--- src/rtl/core/ibmh_pkg.sv ---
`timescale 1ns / 1ps
package ibmh_pkg;

  localparam int KEY_W    = 32;
  localparam int ITEM_W   = 8;
  localparam int DEPTH    = 256;
  localparam int ADDR_W   = 8;
  localparam int CNT_W    = 9;
  localparam int STATUS_W = 3;
  localparam int ENTRY_W  = KEY_W + ITEM_W;

  typedef enum logic [1:0] {
    MODE_PUSH   = 2'd0,
    MODE_POP    = 2'd1,
    MODE_DEC    = 2'd2,
    MODE_LOOKUP = 2'd3
  } mode_e;

  localparam logic [STATUS_W-1:0] ST_OK      = 3'd0;
  localparam logic [STATUS_W-1:0] ST_EMPTY   = 3'd1;
  localparam logic [STATUS_W-1:0] ST_FULL    = 3'd2;
  localparam logic [STATUS_W-1:0] ST_ABSENT  = 3'd3;
  localparam logic [STATUS_W-1:0] ST_PRESENT = 3'd4;

  typedef struct packed {
    logic signed [KEY_W-1:0] key;
    logic [ITEM_W-1:0]       item;
  } entry_t;

  // one flag per controller step
  typedef struct packed {
    logic accept;
    logic dec_pos;
    logic lk_pos;
    logic lk_key;
    logic pop_eval;
    logic up_rd;
    logic up_eval;
    logic dn_rd;
    logic dn_eval;
    logic out_load;
  } cmd_t;

  typedef struct packed {
    mode_e mode;
    logic  quick;
    logic  up_root;
    logic  up_less;
    logic  dn_move;
    logic  pop_last;
  } stat_t;

  // key first, then item id on a tie
  function automatic logic pair_less(entry_t a, entry_t b);
    logic lt;
    if ($signed(a.key) < $signed(b.key)) lt = 1'b1;
    else if ($signed(b.key) < $signed(a.key)) lt = 1'b0;
    else lt = (a.item < b.item);
    return lt;
  endfunction

endpackage

--- src/rtl/core/ibmh_ctrl.sv ---
`timescale 1ns / 1ps
module ibmh_ctrl (
  input  logic            clk_i,
  input  logic            rst_ni,
  input  logic            in_valid_i,
  output logic            in_ready_o,
  output logic            out_valid_o,
  input  logic            out_ready_i,
  input  ibmh_pkg::stat_t stat_i,
  output ibmh_pkg::cmd_t  cmd_o
);

  typedef enum logic [9:0] {
    S_IDLE     = 10'b0000000001,
    S_DEC_POS  = 10'b0000000010,
    S_LK_POS   = 10'b0000000100,
    S_LK_KEY   = 10'b0000001000,
    S_POP_EVAL = 10'b0000010000,
    S_UP_RD    = 10'b0000100000,
    S_UP_EVAL  = 10'b0001000000,
    S_DN_RD    = 10'b0010000000,
    S_DN_EVAL  = 10'b0100000000,
    S_DONE     = 10'b1000000000
  } state_e;

  state_e state_q, state_d;
  logic   out_valid_q, out_valid_d, slot_free;

  assign slot_free  = !out_valid_q || out_ready_i;
  assign in_ready_o = (state_q == S_IDLE);
  assign out_valid_o = out_valid_q;

  always_comb begin
    cmd_o          = '0;
    cmd_o.accept   = (state_q == S_IDLE) && in_valid_i;
    cmd_o.dec_pos  = (state_q == S_DEC_POS);
    cmd_o.lk_pos   = (state_q == S_LK_POS);
    cmd_o.lk_key   = (state_q == S_LK_KEY);
    cmd_o.pop_eval = (state_q == S_POP_EVAL);
    cmd_o.up_rd    = (state_q == S_UP_RD);
    cmd_o.up_eval  = (state_q == S_UP_EVAL);
    cmd_o.dn_rd    = (state_q == S_DN_RD);
    cmd_o.dn_eval  = (state_q == S_DN_EVAL);
    cmd_o.out_load = (state_q == S_DONE) && slot_free;
  end

  always_comb begin
    state_d = state_q;
    unique case (state_q)
      S_IDLE: begin
        if (in_valid_i) begin
          if (stat_i.quick) state_d = S_DONE;
          else begin
            unique case (stat_i.mode)
              ibmh_pkg::MODE_PUSH:   state_d = S_UP_RD;
              ibmh_pkg::MODE_POP:    state_d = S_POP_EVAL;
              ibmh_pkg::MODE_DEC:    state_d = S_DEC_POS;
              ibmh_pkg::MODE_LOOKUP: state_d = S_LK_POS;
              default:               state_d = S_DONE;
            endcase
          end
        end
      end
      S_DEC_POS:  state_d = S_UP_RD;
      S_LK_POS:   state_d = S_LK_KEY;
      S_LK_KEY:   state_d = S_DONE;
      S_POP_EVAL: state_d = stat_i.pop_last ? S_DONE : S_DN_RD;
      S_UP_RD:    state_d = stat_i.up_root ? S_DONE : S_UP_EVAL;
      S_UP_EVAL:  state_d = stat_i.up_less ? S_UP_RD : S_DONE;
      S_DN_RD:    state_d = S_DN_EVAL;
      S_DN_EVAL:  state_d = stat_i.dn_move ? S_DN_RD : S_DONE;
      S_DONE: begin
        if (slot_free) state_d = S_IDLE;
      end
      default:    state_d = S_IDLE;
    endcase
  end

  always_comb begin
    out_valid_d = out_valid_q;
    if (cmd_o.out_load) out_valid_d = 1'b1;
    else if (out_ready_i) out_valid_d = 1'b0;
  end

  always_ff @(posedge clk_i or negedge rst_ni) begin
    if (!rst_ni) begin
      state_q     <= S_IDLE;
      out_valid_q <= 1'b0;
    end else begin
      state_q     <= state_d;
      out_valid_q <= out_valid_d;
    end
  end

endmodule
--- config.mk ---
export PLATFORM = sky130hd
export DESIGN_NAME = ibmh_ctrl
export DESIGN_NICKNAME = d
export VERILOG_FILES = /design/src/rtl/core/ibmh_pkg.sv /design/src/rtl/core/ibmh_ctrl.sv
export SDC_FILE = /design/constraint.sdc
export NUM_CORES = 1
export LEC_CHECK = 0
export BUFFER_PORTS_ARGS = -buffer_cell sky130_fd_sc_hd__buf_2
export CORE_UTILIZATION = 44
export CTS_CLUSTER_DIAMETER = 100
export DETAILED_ROUTE_END_ITERATION = 10
export PLACE_DENSITY = 0.73
export SYNTH_ARGS = -nofsm -noshare
export SYNTH_HDL_FRONTEND = slang
export SYNTH_SLANG_ARGS = --single-unit
--- constraint.sdc ---
create_clock -name clk_i -period 1.6 [get_ports clk_i]
set_clock_uncertainty 0.15 [all_clocks]
set_input_delay 0.24 -clock clk_i [delete_from_list [all_inputs] [get_ports clk_i]]
set_output_delay 0.24 -clock clk_i [all_outputs]
set_load 0.005 [all_outputs]
* Word level (Yosys, flattened, before mapping) *
Index checks and enable logic that the tools add are counted.

word-level totals
  flip-flop bits (word level) = 11
  input port bits = 11
  output and inout port bits = 12
  word-level logic and storage cells = 35

cells by class
  eq/ne operators = 15
  mux-type cells = 11
  reduce and logical (&&, ||, !) cells = 7

operators by type and width
  kind                                                  number
  one-hot mux 10 bit (10 select lines)                  1
  2-to-1 mux 10 bit                                     7
  one-hot mux 10 bit (4 select lines)                   1
  equality test 10 x 1 -> 1 bit, second input constant  1
  equality test 10 bit, second input constant           1
  equality test 10 x 2 -> 1 bit, second input constant  1
  equality test 10 x 3 -> 1 bit, second input constant  1
  equality test 10 x 4 -> 1 bit, second input constant  1
  equality test 10 x 5 -> 1 bit, second input constant  1
  equality test 10 x 6 -> 1 bit, second input constant  1
  equality test 10 x 7 -> 1 bit, second input constant  1
  equality test 10 x 8 -> 1 bit, second input constant  1
  equality test 10 x 9 -> 1 bit, second input constant  1
  equality test 2 bit, second input constant            2
  inequality test 2 bit, second input constant          2
  equality test 2 x 1 -> 1 bit, second input constant   1
  logical AND 1 bit                                     2
  zero test 2 bit                                       1
  2-to-1 mux 1 bit                                      2
  AND reduction 2 bit                                   1
  nonzero test 2 bit                                    1
  zero test 1 bit                                       1
  logical OR 1 bit                                      1

* Logic depth before layout (Yosys ltp) *
  depth in word-level cells = 5
  gate-level depth with buffers = 6
  gate-level depth less buffers = 5

* Worst setup path before layout *
Ideal clock, no wire load.

  kind = flip-flop to output port
  from = register state_q[5]
  to = output cmd_o[6] (netlist name)
  data arrival time = 1277 ps
  data required time = 1210 ps
  path slack = -67 ps
  cell stages (with the launch flop) = 4
  cell sequence = dfrtp_1 -> nor4_4 -> nand2_1 -> nor4bb_1

RTL lines
  item                    line             text
  from (decl)             ibmh_ctrl.sv:26  state_e state_q, state_d;
  from (signal assigned)  ibmh_ctrl.sv:90  state_q <= state_d;
  to (decl)               ibmh_ctrl.sv:10  output ibmh_pkg::cmd_t cmd_o

==> results.md <==
* Final-report max-slew violation count at 0
* Die X at 43.8 µm
* Leak pwr at 0.668 nW
* Initial antenna violation count at 0
* First-pass GRT wire length at 4200 µm
* Initial core utilization at 0.492
* Worst Setup Start Kind: register
* Synth cell types at 34
* CTS tree: yes
* Setup TNS at -6.01 ns
* Ratio of cells with drive above 1 in the final layout at 0.646
* Htree depth at 1
* Total track usage at 0.306
* Critical path class: register to primary output
* Worst Reg-to-Reg Cells at 6
* Number of CTS-inserted buffers at 3
* Post-synth top area share at 0.326
* Min-delay worst type: input pin to register
* Worst-path clk slew at 0.07 ns
* Vias in the first global route at 917
* Final Setup Violations at 19
* Hold Violations, Final at 0
* Yosys top cell by area: dfrtp_1
* Die Span Y at 43.8 µm
* Pwr dens at 1130 nW/µm²
* Critical Path Fanout Max at 5
* Fin util at 0.892
* DR WL/cell at 19.3 µm
* Layout Nets at 156
* Clk buf depth at 2
* Mapped Nets at 98
* FP Rows at 14
* Relative slew slack at 0.742
* Main flop type after synthesis: dfrtp_1
* Top cells by area, synth: dfrtp_1, nor2_1, nor2b_1
* Root buffer cell: clkbuf_4
* RePlAce Congestion at 0.874
* Syn avg cell area at 8.82 µm²
* Core area at 1560 µm²
* Fin crit period at 2.07 ns
* Commonest cells in the synthesized netlist: nor2_1, dfrtp_1, nor2b_1
* Outcome: finished with violations
* DR pass1 iterations at 7
* Max rail drop VDD at 0.880 mV
* Post-detail-place hpwl at 1550 µm
* Post-route ant nets at 0
* WHS Path Cells at 3
* Vias after detailed routing at 961
* Full die area at 1910 µm²
* Final WL at 3090 µm
* Clk Latency, worst-skew pair at 0.28 ns
* DRC at 1
* Fmax at 0.483 GHz
* Yosys reg bits at 11
* Failing checks: design-rule violations, negative setup slack
* Seq/Total Area, Yosys at 0.361
* Setup WS post-layout at -0.472 ns
* Post-synth EDFFs at 0
* Largest net degree at the start of global routing at 12
* Worst path required time at 1.21 ns
* Tcrit/Tclk final at 1.30
* Port bufs at 22
* Mapped cell area at 767 µm²
* Unrepaired setup endpoints after global routing: true
* Max cap viols at 0
* CP arrival at 1.68 ns
* Asr flop ratio synth at 1.00
* Area growth, synth to finish at 81.2%
* CP endpoint kind: primary output
* # clock sinks at 11
* Num ports at 23
* Minimum hold slack at 0.0465 ns
* Dominant cell by count in the synthesized netlist: nor2_1
* Mapped Cells at 87
* Grt ovf at 0
* Worst slew pin tran at 0.385 ns
* Antenna fix cells at 0
* Drt via density at 6.01
* Syn. warnings at 0
* Detailed router's first-iteration violation count at 57
## area by class of cell
type | instances | area [µm²]
clock buffer | 3 | 22.5
clock inverter | 1 | 5.00
fill | 74 | 169
inverter | 2 | 7.51
multi-input combinational | 71 | 657
sequential | 11 | 283
tap | 16 | 20.0
timing repair buffer | 56 | 395
## layout by cell type, fill, tap and decap left out, drive strengths merged
cell / Yosys / layout
buf: 3 / 53
nor2: 14 / 14
dfrtp: 10 / 10
nor2b: 7 / 7
nand2b: 5 / 5
nand2: 5 / 5
nor3: 5 / 5
a21oi: 5 / 5
nor4: 3 / 3
clkbuf: 0 / 3
dlygate4sd3: 0 / 3
nor4bb: 3 / 3
and4b: 2 / 2
nand3b: 2 / 2
inv: 2 / 2
xor2: 2 / 2
a22oi: 2 / 2
nand3: 2 / 2
or4: 2 / 2
o22ai: 2 / 2
nand4: 1 / 1
a22o: 1 / 1
nor4b: 1 / 1
o21ai: 1 / 1
nor3b: 1 / 1
a211oi: 1 / 1
and3b: 1 / 1
and3: 1 / 1
a2bb2oi: 1 / 1
a211o: 1 / 1
clkinv: 0 / 1
dfstp: 1 / 1
## state kept, by name, indices dropped and copies added, names as in the netlist
name	cells
out_valid_o	1
state_q	10
## critical path, cell delays in order, from the launching register on
cell and delay (ns):
dfrtp_2 0.45, nor4_4 0.43, nand3_2 0.18, nor2b_2 0.19, buf_2 0.15
## worst paths after layout
kind                       slack (ns)                      end                     from
min in group asynchronous        0.20   state_q[3]$_DFFE_PN0P_                   rst_ni
max                             -0.47                 cmd_o[5]   state_q[2]$_DFFE_PN0P_
min reg2reg                      0.46  out_valid_o$_DFFE_PN0P_  out_valid_o$_DFFE_PN0P_
min                              0.05   state_q[1]$_DFFE_PN0P_                stat_i[6]
max reg2reg                     -0.27   state_q[4]$_DFFE_PN0P_   state_q[9]$_DFFE_PN0P_
max in group asynchronous        0.83   state_q[0]$_DFFE_PN1P_                   rst_ni
## report_power, final
part	internal [W]	switching, W	total, W	leakage, nW
Clock	0.0000929	0.000104	0.000197	0.0177
Combinational	0.000514	0.000466	0.000980	0.510
Sequential	0.000323	0.0000759	0.000399	0.141
Total	0.000929	0.000646	0.00158	0.668
## metrics by stage
stage / area, µm² / worst slack (ns) / power (W) / cells
floorplan: 791 / -0.0129 / 0.000708 / 87
CTS: 1290 / -0.403 / 0.00134 / 158
global placement: 1040 / -0.101 / 0.000938 / 140
detailed placement: 1040 / -0.142 / 0.000951 / 140
global route: 1390 / -0.563 / 0.00165 / 160
finish: 1390 / -0.472 / 0.00158 / 160
## routing by layer
metal / vias to the layer above / track usage / share of wire
li1: 432 / - / -
met1: 459 / 0.375 / 0.41
met2: 54 / 0.507 / 0.49
met3: 16 / 0.0875 / 0.059
met4: 0 / 0.119 / 0.045
met5: - / 0 / 0
## timing repair
item / 4_1_cts / 5_1_grt
setup endpoints to repair: 17 / 20
hold buffers: 3 / 0
pin swaps: 18 / 20
setup buffers: 13 / 7
cloned: 0 / 0
gates resized for setup: 27 / 21
hold endpoints to repair: 13 / 0
## cell families after synthesis
kind of cell,count (synthesis),synth area share
buf+inv,5,0.0326
flops,11,0.361
compound gates,14,0.124
xor+xnor,2,0.0228
simple gates,55,0.460
(Power assumes the default switching activity.)
